==> src/design/assert_macros.svh <==
// ----------------------------------------------------------------------------
// Assertion macros
// Concurrent assertion wrappers shared by the design files. Synthesis builds
// define SYNTH, which leaves every use empty.
// ----------------------------------------------------------------------------
`ifndef ASSERT_MACROS_SVH
`define ASSERT_MACROS_SVH

`ifndef SYNTH

// The expression must never be true at a clock edge outside reset.
`define AST_NEVER(label, clk, rst_n, expr) \
	label: assert property (@(posedge clk) disable iff (!rst_n) !(expr)) \
		else $error("assertion failed: forbidden condition seen");

// Whenever the antecedent holds, the consequent must hold in the same cycle.
`define AST_IMPLY(label, clk, rst_n, ante, cons) \
	label: assert property (@(posedge clk) disable iff (!rst_n) (ante) |-> (cons)) \
		else $error("assertion failed: implication violated");

`else

`define AST_NEVER(label, clk, rst_n, expr)
`define AST_IMPLY(label, clk, rst_n, ante, cons)

`endif

`endif

==> src/design/cceg_pkg.sv <==
`timescale 1ns / 1ps
// ----------------------------------------------------------------------------
// cceg_pkg
// Types, constants and register codes shared by the crank/cam event
// generator modules.
// ----------------------------------------------------------------------------
package cceg_pkg;

	// Default sizing of the crank wheel and engine cycle.
	localparam int DEF_MAX_POSITIONS_PER_TURN = 64;
	localparam int DEF_TURNS_PER_CYCLE        = 2;

	// Descriptor queue depth between classifier and event sequencer.
	localparam int QUEUE_DEPTH = 2;

	// Fixed field widths.
	localparam int PERIOD_W   = 32;
	localparam int CFG_IDX_W  = 3;
	localparam int CFG_DATA_W = 9;
	localparam int PPT_W      = 7;
	localparam int ABSENT_W   = 6;
	localparam int CAM_EDGE_W = 9;
	localparam int MIN_HOLD_W = 8;
	localparam int EVT_CNT_W  = 3;

	// One item causes at most six events; the event index stays below this.
	localparam logic [EVT_CNT_W-1:0] EVT_IDX_LIMIT = 3'd6;

	// Register reset values.
	localparam logic [PPT_W-1:0]      RST_POSITIONS_PER_TURN = 7'd60;
	localparam logic [ABSENT_W-1:0]   RST_ABSENT_POSITIONS   = 6'd2;
	localparam logic [CAM_EDGE_W-1:0] RST_CAM_HIGH_START     = 9'd10;
	localparam logic [CAM_EDGE_W-1:0] RST_CAM_HIGH_END       = 9'd40;
	localparam logic [MIN_HOLD_W-1:0] RST_MIN_HOLD_CYCLES    = 8'd3;

	// Configuration register indexes.
	typedef enum logic [CFG_IDX_W-1:0] {
		REG_POSITIONS_PER_TURN = 3'd0,
		REG_ABSENT_POSITIONS   = 3'd1,
		REG_CAM_HIGH_START     = 3'd2,
		REG_CAM_HIGH_END       = 3'd3,
		REG_MIN_HOLD_CYCLES    = 3'd4
	} cceg_reg_t;

	// Cam ranges within the engine cycle.
	localparam logic [1:0] SEG_LOW_FIRST = 2'd0;
	localparam logic [1:0] SEG_HIGH      = 2'd1;
	localparam logic [1:0] SEG_DONE      = 2'd3;

	// Event channels.
	localparam logic CH_CRANK = 1'b0;
	localparam logic CH_CAM   = 1'b1;

	// Classified item: everything the sequencer needs to emit its events.
	typedef struct packed {
		logic                tooth;      // present tooth: high then low event
		logic [PERIOD_W-1:0] period;
		logic                gap_emit;   // turn ends: gap low event
		logic [PERIOD_W-1:0] gap_val;
		logic [1:0]          cam_seg;    // first cam range closed by this item
		logic [1:0]          cam_n0;     // ranges closed before the period adds in
		logic [1:0]          cam_n;      // all ranges closed by this item
		logic [PERIOD_W-1:0] cam_sum0;   // accumulated sum before this item
		logic [PERIOD_W-1:0] cam_sum1;   // sum after this item's period adds in
	} cceg_desc_t;

	// One emitted event.
	typedef struct packed {
		logic                underflow;
		logic                level;
		logic                channel;
		logic [PERIOD_W-1:0] hold;
		logic                last;
	} cceg_event_t;

	// Queue status.
	typedef struct packed {
		logic full;
		logic empty;
	} cceg_qstat_t;

	// Sequencer status.
	typedef struct packed {
		logic                 active;
		logic [EVT_CNT_W-1:0] idx;
	} cceg_bstat_t;

endpackage

==> src/design/cceg_front.sv <==
`timescale 1ns / 1ps
// ----------------------------------------------------------------------------
// cceg_front
// Configuration registers and item classifier. Tracks the position in the
// turn and in the engine cycle, accumulates gap and cam sums, and pushes one
// descriptor per accepted item.
// ----------------------------------------------------------------------------
module cceg_front import cceg_pkg::*; #(
	parameter int MAX_POSITIONS_PER_TURN = DEF_MAX_POSITIONS_PER_TURN,
	parameter int TURNS_PER_CYCLE        = DEF_TURNS_PER_CYCLE
) (
	input  logic                  clk,
	input  logic                  arst_n,
	input  logic                  s_axis_tvalid,
	output logic                  s_axis_tready,
	input  logic [PERIOD_W-1:0]   s_axis_tdata,
	input  logic                  cfg_valid,
	output logic                  cfg_ready,
	input  logic [CFG_IDX_W-1:0]  cfg_index,
	input  logic [CFG_DATA_W-1:0] cfg_data,
	input  logic                  q_full,
	output logic                  push,
	output cceg_desc_t            push_desc,
	output logic [MIN_HOLD_W-1:0] min_hold
);

	localparam int TOT_MAX = MAX_POSITIONS_PER_TURN * TURNS_PER_CYCLE;
	localparam int TP_W    = $clog2(MAX_POSITIONS_PER_TURN);
	localparam int CP_W    = $clog2(TOT_MAX);
	localparam int CMP_W   = ($clog2(TOT_MAX + 1) > CAM_EDGE_W) ?
		$clog2(TOT_MAX + 1) : CAM_EDGE_W;
	localparam logic [CMP_W-1:0] MAX_C   = CMP_W'(MAX_POSITIONS_PER_TURN);
	localparam logic [CMP_W-1:0] TURNS_C = CMP_W'(TURNS_PER_CYCLE);

	logic [PPT_W-1:0]      ppt_q;
	logic [ABSENT_W-1:0]   absent_q;
	logic [CAM_EDGE_W-1:0] start_q;
	logic [CAM_EDGE_W-1:0] end_q;
	logic [MIN_HOLD_W-1:0] min_hold_q;

	logic [TP_W-1:0]     tp_q;
	logic [CP_W-1:0]     cp_q;
	logic [PERIOD_W-1:0] gap_sum_q;
	logic [PERIOD_W-1:0] cam_sum_q;
	logic [1:0]          seg_q;

	logic [CMP_W-1:0] ppt_ext, plen, absent_ext, present, total;
	logic [CMP_W-1:0] start_ext, end_ext, rise, fall, tp_ext, tp_inc, cp_ext;
	logic             tooth, turn_end, cycle_done;
	logic [PERIOD_W-1:0] d, gap_acc, sum_mid, sum1;
	logic [1:0]       n0, n_all, seg_end;

	// Number of cam ranges, starting at seg, whose end lies at or below c.
	function automatic logic [1:0] count_closed(
		input logic [1:0]       seg,
		input logic [CMP_W-1:0] e0,
		input logic [CMP_W-1:0] e1,
		input logic [CMP_W-1:0] e2,
		input logic [CMP_W-1:0] c
	);
		logic a0, a1, a2;
		a0 = (seg == SEG_LOW_FIRST) && (e0 <= c);
		a1 = (seg <= SEG_HIGH) && (e1 <= c);
		a2 = (e2 <= c);
		return {1'b0, a0} + {1'b0, a1} + {1'b0, a2};
	endfunction

	// Configuration writes; indexes beyond the list are ignored.
	assign cfg_ready = 1'b1;
	always_ff @(posedge clk or negedge arst_n) begin
		if (!arst_n) begin
			ppt_q      <= RST_POSITIONS_PER_TURN;
			absent_q   <= RST_ABSENT_POSITIONS;
			start_q    <= RST_CAM_HIGH_START;
			end_q      <= RST_CAM_HIGH_END;
			min_hold_q <= RST_MIN_HOLD_CYCLES;
		end else if (cfg_valid) begin
			unique case (cfg_index)
				REG_POSITIONS_PER_TURN: ppt_q      <= cfg_data[PPT_W-1:0];
				REG_ABSENT_POSITIONS:   absent_q   <= cfg_data[ABSENT_W-1:0];
				REG_CAM_HIGH_START:     start_q    <= cfg_data[CAM_EDGE_W-1:0];
				REG_CAM_HIGH_END:       end_q      <= cfg_data[CAM_EDGE_W-1:0];
				REG_MIN_HOLD_CYCLES:    min_hold_q <= cfg_data[MIN_HOLD_W-1:0];
				default: ;
			endcase
		end
	end

	assign min_hold = min_hold_q;

	// Derived turn and cycle geometry, and classification of the item.
	always_comb begin
		d       = s_axis_tdata;
		ppt_ext = CMP_W'(ppt_q);
		if (ppt_ext == '0) begin
			plen = CMP_W'(1);
		end else if (ppt_ext > MAX_C) begin
			plen = MAX_C;
		end else begin
			plen = ppt_ext;
		end
		absent_ext = CMP_W'(absent_q);
		present    = (absent_ext >= plen) ? '0 : plen - absent_ext;
		total      = plen * TURNS_C;

		start_ext = CMP_W'(start_q);
		end_ext   = CMP_W'(end_q);
		rise      = (start_ext > total) ? total : start_ext;
		fall      = (end_ext > total) ? total : end_ext;
		if (fall < rise) begin
			fall = rise;
		end

		tp_ext   = CMP_W'(tp_q);
		tp_inc   = tp_ext + CMP_W'(1);
		tooth    = tp_ext < present;
		turn_end = tp_inc >= plen;
		gap_acc  = gap_sum_q + d;

		cp_ext     = CMP_W'(cp_q);
		n0         = count_closed(seg_q, rise, fall, total, cp_ext);
		n_all      = count_closed(seg_q, rise, fall, total, cp_ext + CMP_W'(1));
		sum_mid    = (n0 != 2'd0) ? '0 : cam_sum_q;
		sum1       = sum_mid + d;
		seg_end    = seg_q + n_all;
		cycle_done = seg_end == SEG_DONE;
	end

	assign s_axis_tready = !q_full;
	assign push          = s_axis_tvalid && !q_full;

	always_comb begin
		push_desc.tooth    = tooth;
		push_desc.period   = d;
		push_desc.gap_emit = turn_end;
		push_desc.gap_val  = tooth ? gap_sum_q : gap_acc;
		push_desc.cam_seg  = seg_q;
		push_desc.cam_n0   = n0;
		push_desc.cam_n    = n_all;
		push_desc.cam_sum0 = cam_sum_q;
		push_desc.cam_sum1 = sum1;
	end

	// Position and sum state advances on each accepted transaction.
	always_ff @(posedge clk or negedge arst_n) begin
		if (!arst_n) begin
			tp_q      <= '0;
			cp_q      <= '0;
			gap_sum_q <= '0;
			cam_sum_q <= '0;
			seg_q     <= SEG_LOW_FIRST;
		end else if (push) begin
			if (turn_end) begin
				tp_q      <= '0;
				gap_sum_q <= '0;
			end else begin
				tp_q <= tp_q + TP_W'(1);
				if (!tooth) begin
					gap_sum_q <= gap_acc;
				end
			end
			if (cycle_done) begin
				cp_q      <= '0;
				cam_sum_q <= '0;
				seg_q     <= SEG_LOW_FIRST;
			end else begin
				cp_q      <= cp_q + CP_W'(1);
				cam_sum_q <= (n_all != n0) ? '0 : sum1;
				seg_q     <= seg_end;
			end
		end
	end

endmodule

==> src/design/cceg_queue.sv <==
`timescale 1ns / 1ps
// ----------------------------------------------------------------------------
// cceg_queue
// Small descriptor queue that lets classifier and sequencer stall
// independently.
// ----------------------------------------------------------------------------
module cceg_queue import cceg_pkg::*; #(
	parameter int DEPTH = QUEUE_DEPTH
) (
	input  logic        clk,
	input  logic        arst_n,
	input  logic        push,
	input  cceg_desc_t  push_desc,
	input  logic        pop,
	output logic        head_valid,
	output cceg_desc_t  head_desc,
	output cceg_qstat_t qstat
);

	localparam int PTR_W = (DEPTH > 1) ? $clog2(DEPTH) : 1;
	localparam int CNT_W = $clog2(DEPTH + 1);

	cceg_desc_t       entry_q [DEPTH];
	logic [PTR_W-1:0] wr_ptr_q, rd_ptr_q;
	logic [CNT_W-1:0] cnt_q;
	logic             do_push, do_pop;

	assign qstat.full  = cnt_q == CNT_W'(DEPTH);
	assign qstat.empty = cnt_q == '0;
	assign do_push     = push && !qstat.full;
	assign do_pop      = pop && !qstat.empty;
	assign head_valid  = !qstat.empty;
	assign head_desc   = entry_q[rd_ptr_q];

	// Entry storage needs no reset.
	always_ff @(posedge clk) begin
		if (do_push) begin
			entry_q[wr_ptr_q] <= push_desc;
		end
	end

	// Pointers and fill count.
	always_ff @(posedge clk or negedge arst_n) begin
		if (!arst_n) begin
			wr_ptr_q <= '0;
			rd_ptr_q <= '0;
			cnt_q    <= '0;
		end else begin
			if (do_push) begin
				wr_ptr_q <= (wr_ptr_q == PTR_W'(DEPTH - 1)) ? '0 : wr_ptr_q + PTR_W'(1);
			end
			if (do_pop) begin
				rd_ptr_q <= (rd_ptr_q == PTR_W'(DEPTH - 1)) ? '0 : rd_ptr_q + PTR_W'(1);
			end
			if (do_push && !do_pop) begin
				cnt_q <= cnt_q + CNT_W'(1);
			end else if (do_pop && !do_push) begin
				cnt_q <= cnt_q - CNT_W'(1);
			end
		end
	end

endmodule

==> src/design/cceg_back.sv <==
`timescale 1ns / 1ps
// ----------------------------------------------------------------------------
// cceg_back
// Event sequencer. Walks the events of the head descriptor one per cycle
// while the output register is free, subtracts the minimum hold and loads the output register.
// ----------------------------------------------------------------------------
module cceg_back import cceg_pkg::*; (
	input  logic                  clk,
	input  logic                  arst_n,
	input  logic                  head_valid,
	input  cceg_desc_t            head_desc,
	output logic                  pop,
	input  logic [MIN_HOLD_W-1:0] min_hold,
	output logic                  m_axis_tvalid,
	input  logic                  m_axis_tready,
	output logic [PERIOD_W-1:0]   m_axis_tdata,
	output logic [2:0]            m_axis_tuser,
	output logic                  m_axis_tlast,
	output cceg_bstat_t           bstat
);

	logic [EVT_CNT_W-1:0] idx_q, n_ev, n_crank;
	logic [1:0]           j, seg;
	logic                 slot_free, skip, fire, is_last;
	logic [PERIOD_W-1:0]  dur, min_ext, half;
	logic                 out_valid_q;
	cceg_event_t          evt, out_q;

	// Event count of the head descriptor.
	always_comb begin
		n_crank = {1'b0, head_desc.tooth, 1'b0} + {2'b00, head_desc.gap_emit};
		n_ev    = n_crank + {1'b0, head_desc.cam_n};
	end

	assign slot_free = !out_valid_q || m_axis_tready;
	assign skip      = head_valid && (n_ev == '0);
	assign fire      = head_valid && (n_ev != '0) && slot_free;
	assign is_last   = idx_q == (n_ev - EVT_CNT_W'(1));
	assign pop       = skip || (fire && is_last);

	// Decode the event at the current index.
	always_comb begin
		half        = head_desc.period >> 1;
		j           = 2'(idx_q - n_crank);
		seg         = head_desc.cam_seg + j;
		evt.channel = CH_CRANK;
		evt.level   = 1'b0;
		dur         = head_desc.gap_val;
		if (idx_q < n_crank) begin
			if (head_desc.tooth && (idx_q == 3'd0)) begin
				evt.level = 1'b1;
				dur       = half;
			end else if (head_desc.tooth && (idx_q == 3'd1)) begin
				dur = head_desc.period - half;
			end
		end else begin
			evt.channel = CH_CAM;
			evt.level   = seg == SEG_HIGH;
			if (j < head_desc.cam_n0) begin
				dur = (j == 2'd0) ? head_desc.cam_sum0 : '0;
			end else begin
				dur = (j == head_desc.cam_n0) ? head_desc.cam_sum1 : '0;
			end
		end
		min_ext       = PERIOD_W'(min_hold);
		evt.underflow = dur < min_ext;
		evt.hold      = evt.underflow ? '0 : dur - min_ext;
		evt.last      = is_last;
	end

	// Event index within the head descriptor.
	always_ff @(posedge clk or negedge arst_n) begin
		if (!arst_n) begin
			idx_q <= '0;
		end else if (pop) begin
			idx_q <= '0;
		end else if (fire) begin
			idx_q <= idx_q + EVT_CNT_W'(1);
		end
	end

	// Output register valid flag.
	always_ff @(posedge clk or negedge arst_n) begin
		if (!arst_n) begin
			out_valid_q <= 1'b0;
		end else if (fire) begin
			out_valid_q <= 1'b1;
		end else if (m_axis_tready) begin
			out_valid_q <= 1'b0;
		end
	end

	// Output payload.
	always_ff @(posedge clk) begin
		if (fire) begin
			out_q <= evt;
		end
	end

	assign m_axis_tvalid = out_valid_q;
	assign m_axis_tdata  = out_q.hold;
	assign m_axis_tuser  = {out_q.underflow, out_q.level, out_q.channel};
	assign m_axis_tlast  = out_q.last;
	assign bstat.active  = head_valid;
	assign bstat.idx     = idx_q;

endmodule

==> src/design/crank_cam_event_generator_core.sv <==
`timescale 1ns / 1ps
`include "assert_macros.svh"
// ----------------------------------------------------------------------------
// crank_cam_event_generator_core
// Missing-tooth crank wheel and cam signal event generator.
// ----------------------------------------------------------------------------
// Each input transaction carries the period of one tooth position; the core
// answers with crank and cam events, one output transaction per event, the
// last event of an item flagged by tlast. The classifier takes one input
// transaction per cycle, while the queue is not full, into a two-entry
// descriptor queue; the event sequencer then emits one event per cycle from
// the output register while it is free, so an item with N events (two for an
// ordinary present tooth, up to six at a turn and cycle boundary) holds the
// sequencer until its N events are out. Items that cause no event are retired
// without an output transaction. The output register is what sets the
// sustained rate of one event per cycle; the first event of an item passes
// through a queue entry and then the output register before it is presented.
// ----------------------------------------------------------------------------
module crank_cam_event_generator_core import cceg_pkg::*; #(
	parameter int MAX_POSITIONS_PER_TURN = DEF_MAX_POSITIONS_PER_TURN,
	parameter int TURNS_PER_CYCLE        = DEF_TURNS_PER_CYCLE
) (
	input  logic                  clk,
	input  logic                  arst_n,
	// tdata: position_period[31:0]
	input  logic                  s_axis_tvalid,
	output logic                  s_axis_tready,
	input  logic [PERIOD_W-1:0]   s_axis_tdata,
	// tdata: hold_count[31:0]
	// tuser: channel[0], level[1], underflow[2]
	// tlast: last_of_run
	output logic                  m_axis_tvalid,
	input  logic                  m_axis_tready,
	output logic [PERIOD_W-1:0]   m_axis_tdata,
	output logic [2:0]            m_axis_tuser,
	output logic                  m_axis_tlast,
	input  logic                  cfg_valid,
	output logic                  cfg_ready,
	input  logic [CFG_IDX_W-1:0]  cfg_index,
	input  logic [CFG_DATA_W-1:0] cfg_data
);

	logic                  push, pop, q_full, head_valid;
	cceg_desc_t            push_desc, head_desc;
	cceg_qstat_t           qstat;
	cceg_bstat_t           bstat;
	logic [MIN_HOLD_W-1:0] min_hold;

	assign q_full = qstat.full;

	// Configuration and item classification.
	cceg_front #(
		.MAX_POSITIONS_PER_TURN(MAX_POSITIONS_PER_TURN),
		.TURNS_PER_CYCLE       (TURNS_PER_CYCLE)
	) u_front (
		.clk          (clk),
		.arst_n       (arst_n),
		.s_axis_tvalid(s_axis_tvalid),
		.s_axis_tready(s_axis_tready),
		.s_axis_tdata (s_axis_tdata),
		.cfg_valid    (cfg_valid),
		.cfg_ready    (cfg_ready),
		.cfg_index    (cfg_index),
		.cfg_data     (cfg_data),
		.q_full       (q_full),
		.push         (push),
		.push_desc    (push_desc),
		.min_hold     (min_hold)
	);

	// Descriptor queue.
	cceg_queue #(
		.DEPTH(QUEUE_DEPTH)
	) u_queue (
		.clk       (clk),
		.arst_n    (arst_n),
		.push      (push),
		.push_desc (push_desc),
		.pop       (pop),
		.head_valid(head_valid),
		.head_desc (head_desc),
		.qstat     (qstat)
	);

	// Event sequencer and output register.
	cceg_back u_back (
		.clk          (clk),
		.arst_n       (arst_n),
		.head_valid   (head_valid),
		.head_desc    (head_desc),
		.pop          (pop),
		.min_hold     (min_hold),
		.m_axis_tvalid(m_axis_tvalid),
		.m_axis_tready(m_axis_tready),
		.m_axis_tdata (m_axis_tdata),
		.m_axis_tuser (m_axis_tuser),
		.m_axis_tlast (m_axis_tlast),
		.bstat        (bstat)
	);

	// Queue bookkeeping is consistent.
	`AST_NEVER(a_queue_full_and_empty, clk, arst_n, qstat.full && qstat.empty)
	// A crank high event is always followed by its low event from the same item.
	`AST_IMPLY(a_crank_high_not_last, clk, arst_n, m_axis_tvalid && (m_axis_tuser[0] == CH_CRANK) && m_axis_tuser[1], !m_axis_tlast)
	// With no descriptor pending, the sequencer sits at the first event.
	`AST_IMPLY(a_idle_index_zero, clk, arst_n, !bstat.active, bstat.idx == '0)
	// The event index never reaches the per-item event limit.
	`AST_NEVER(a_index_in_range, clk, arst_n, bstat.idx >= EVT_IDX_LIMIT)

endmodule

==> config.mk <==
export PLATFORM = sky130hd
export DESIGN_NAME = crank_cam_event_generator_core
export DESIGN_NICKNAME = d
export VERILOG_FILES = /design/src/design/cceg_pkg.sv /design/src/design/cceg_front.sv /design/src/design/cceg_queue.sv /design/src/design/cceg_back.sv /design/src/design/crank_cam_event_generator_core.sv
export VERILOG_INCLUDE_DIRS = /design/src /design/src/design
export SDC_FILE = /design/constraint.sdc
export NUM_CORES = 1
export LEC_CHECK = 0
export BUFFER_PORTS_ARGS = -buffer_cell sky130_fd_sc_hd__buf_2
export CELL_PAD_IN_SITES_DETAIL_PLACEMENT = 1
export CELL_PAD_IN_SITES_GLOBAL_PLACEMENT = 2
export CORE_ASPECT_RATIO = 1.75
export CORE_MARGIN = 8
export CORE_UTILIZATION = 43
export CTS_CLUSTER_SIZE = 25
export DETAILED_ROUTE_END_ITERATION = 10
export PLACE_DENSITY_LB_ADDON = 0.08
export SYNTH_ARGS = -nofsm -noshare
export SYNTH_HDL_FRONTEND = slang
export SYNTH_SLANG_ARGS = --single-unit
==> constraint.sdc <==
create_clock -name clk -period 12.5 [get_ports clk]
set_clock_uncertainty 0.1 [all_clocks]
set_input_delay 2.5 -clock clk [delete_from_list [all_inputs] [get_ports clk]]
set_output_delay 2.5 -clock clk [all_outputs]
set_load 0.05 [all_outputs]
==> metrics.log <==
[metrics] count of mapped cells out of synthesis: 2293
[metrics] DRT antenna net count: 0
[metrics] number of placement rows: 118
[metrics] primary flip-flop cell chosen by synthesis mapping: sky130_fd_sc_hd__edfxtp_1
[metrics] actual slew at the worst max-slew pin: 1.12 ns
[metrics] via count: 18900
[metrics] residual overflow from global routing: 0
[metrics] post-CTS setup-driven buffer insertion count: 0
[metrics] end-of-flow core utilization: 0.486
[metrics] Mean Syn Cell Area: 11.2 sq um
[metrics] cts bufs inserted: 44
[metrics] die extent in x: 201 um
[metrics] slowest stage delay, CP: 0.71 ns
[metrics] clock tree from TritonCTS: done
[metrics] final count of negative-setup-slack endpoints: 0
[metrics] maximum fanout count along the critical path: 18
[metrics] clock latency at the later pin of the worst-skew pair: 0.58 ns
[metrics] most common cell after layout, fill and taps aside: sky130_fd_sc_hd__edfxtp_1
[metrics] cell at the slowest stage of the critical path: sky130_fd_sc_hd__dfrtp_1
[metrics] area growth from synthesis to layout: 12.0%
[metrics] die outline height: 340 um
[metrics] # IOs: 88
[metrics] number of buffers added to fix hold violations after cts: 0
[metrics] via density per instance: 5.89
[metrics] DR iter-0 viols: 852
[metrics] critical path required time: 12.71 ns
[metrics] initial antenna violation count: 7
[metrics] Pre-antenna DRT Iters: 5
[metrics] Buffers on Ports: 86
[metrics] worst-case headroom to the max-slew limit: 0.252
[metrics] maximum buffer depth of the clock tree: 3
[metrics] final net count: 2643
[metrics] setup repair after global routing missed its margin: false
[metrics] clock-pin slew on the worst setup and hold paths: 0.07 ns
[metrics] status: complete, no violations
[metrics] largest net degree at the start of global routing: 84
[metrics] H-tree depth: 2
[metrics] half-perimeter wire length after detailed placement: 64200 um
[metrics] average wire length per cell after detail routing: 26.3 um
[metrics] clock tree sinks: 434
[metrics] most used cell, CP: sky130_fd_sc_hd__a21oi_1
[metrics] WS Path Type: reg2reg
[metrics] post-route fraction of the period consumed by the critical path: 0.886
[metrics] global-route usage over all layers: 0.243
[metrics] Period minus WS final: 11.07 ns
[metrics] CTS root buf: sky130_fd_sc_hd__clkbuf_16
[metrics] number of enable flip-flop cells after synthesis: 308
[metrics] Critical Path End Type: flop
[metrics] Core Area: 59200 sq um
[metrics] CP Launch Type: flop
[metrics] Worst EP arrival: 11.28 ns
[metrics] post-route setup TNS: 0 ns
[metrics] post-synth top area share: 0.360
[metrics] Achievable Freq: 90.3 MHz
[metrics] max-slew violation count: 0
[metrics] area of the die: 68200 sq um
[metrics] starting utilization of the core area: 0.434
[metrics] unique cell type count in the Yosys netlist: 82
[metrics] wire length after detailed routing: 84400 um
[metrics] vias in the first global route: 20900
[metrics] post-synthesis cell type with the largest combined area: sky130_fd_sc_hd__edfxtp_1
[metrics] Tightest Hold Check Type: reg2reg
[metrics] max capacitance violation total: 0
[metrics] final estimated routing congestion in global placement: 0.913
[metrics] yosys warns: 0
[metrics] sequential-to-total area share from yosys stat: 0.483
[metrics] cell types occupying the most area after synthesis: sky130_fd_sc_hd__edfxtp_1 (36%), sky130_fd_sc_hd__dfrtp_1 (11%), sky130_fd_sc_hd__ha_1 (9.8%)
[metrics] post-cts resize count: 0
[metrics] most used cells in the layout excluding fill and tap cells: sky130_fd_sc_hd__edfxtp_1 (308), sky130_fd_sc_hd__ha_1 (201), sky130_fd_sc_hd__a21oi_1 (144)
[metrics] Post-Syn Area: 25700 sq um
[metrics] flip-flop and latch count after synthesis: 434
[metrics] total DRC errors in the routed layout: 0
[metrics] share of layout cells above drive strength 1: 0.138
[metrics] share of synthesized flip-flops with an asynchronous set or reset: 0.290
[metrics] final-report hold violation count: 0
[metrics] wire length of the first global-routing pass: 126000 um
## registers in the layout, summed over array words and instances, names as in the netlist, 6 cells and up
name,flops
u_queue.entry_q,272
u_front.tp_q,6
u_front.absent_q,6
u_front.ppt_q,7
u_front.cam_sum_q,32
u_front.gap_sum_q,32
u_front.start_ext,9
u_front.min_hold,8
u_back.m_axis_tdata,32
u_front.cp_q,7
u_front.end_ext,9
## through the flow
step                setup slack [ns]  std cells  area, sq um  hold WS (ns)
floorplan                       2.36       2294        25700         0.340
global placement                1.64       3119        27200         0.374
detailed placement              1.49       3119        27200         0.380
CTS                             1.43       3201        28800         0.397
global route                   0.446       3201        28800         0.412
finish                          1.43       3206        28800         0.396
## layer usage
metal,wire length (um),GRT usage
met2,49600,0.509
met3,2350,0.0311
met1,28300,0.221
met4,4140,0.114
met5,30,0
## cells in the mapped netlist, drive strengths merged, types with 21 or more instances
library cell  count
edfxtp          308
ha              201
a21oi           145
nand2           144
nor2            133
o21ai           118
dfrtp           115
inv             102
mux2             98
mux2i            97
xnor2            81
a21o             67
a22o             62
clkbuf           61
nand3            42
xor2             41
nor3             39
and2             37
nor2b            35
nand2b           28
nand4            27
o21a             27
o211ai           22
o221ai           21
## kinds of logic (layout without fill, tap and decap cells)
family          Yosys count  in the layout  share of synthesized area
buf+inv                 184            311                     0.0283
other cells               2              8                   0.000292
simple gates            551            551                      0.107
fa+ha+maj               209            209                      0.104
xor+xnor                122            122                     0.0416
mux                     195            195                     0.0808
compound gates          596            596                      0.155
flops                   434            434                      0.483
## critical path, delay by kind of cell (launching register included)
kind	cells	cell delay, ns
DFF	1	0.71
muxes	1	0.42
xor gates and xnor gates	2	0.42
AOI/OAI and AO/OA	23	4.94
and+or+nand+nor	12	1.70
adders and majority gates	5	1.66
buffers and inverters	4	0.82
## path summary, 6_finish.rpt
| kind | cells past startpoint | endpoint | slack (ns) | startpoint |
|---|---|---|---|---|
| max in group asynchronous | 2 | u_queue.rd_ptr_q$_DFFE_PN0P_ | 9.04 | arst_n |
| hold reg to reg | 0 | u_queue.entry_q[0][47]$_DFFE_PP_ | 0.40 | u_front.cam_sum_q[15]$_DFFE_PN0P_ |
| hold / removal | 0 | u_queue.entry_q[0][47]$_DFFE_PP_ | 0.40 | u_front.cam_sum_q[15]$_DFFE_PN0P_ |
| min in group asynchronous | 1 | u_front.min_hold[3]$_DFFE_PN0P_ | 1.91 | arst_n |
| setup reg to reg | 47 | u_queue.entry_q[1][31]$_DFFE_PP_ | 1.43 | u_front.ppt_q[6]$_DFFE_PN0P_ |
| setup / recovery | 47 | u_queue.entry_q[1][31]$_DFFE_PP_ | 1.43 | u_front.ppt_q[6]$_DFFE_PN0P_ |
## area by class of cell
class / instances / area, sq um
antenna: 5 / 12.5
clock buffer: 56 / 1280
clock inverter: 26 / 355
fill: 6319 / 30400
inverter: 103 / 387
multi-input combinational: 1676 / 12600
sequential: 434 / 12400
tap: 780 / 976
timing repair buffer: 126 / 737
Power is left out: the tool's default activity adds up to more than one toggle a clock period on the data nets, which glitch-free logic cannot reach.
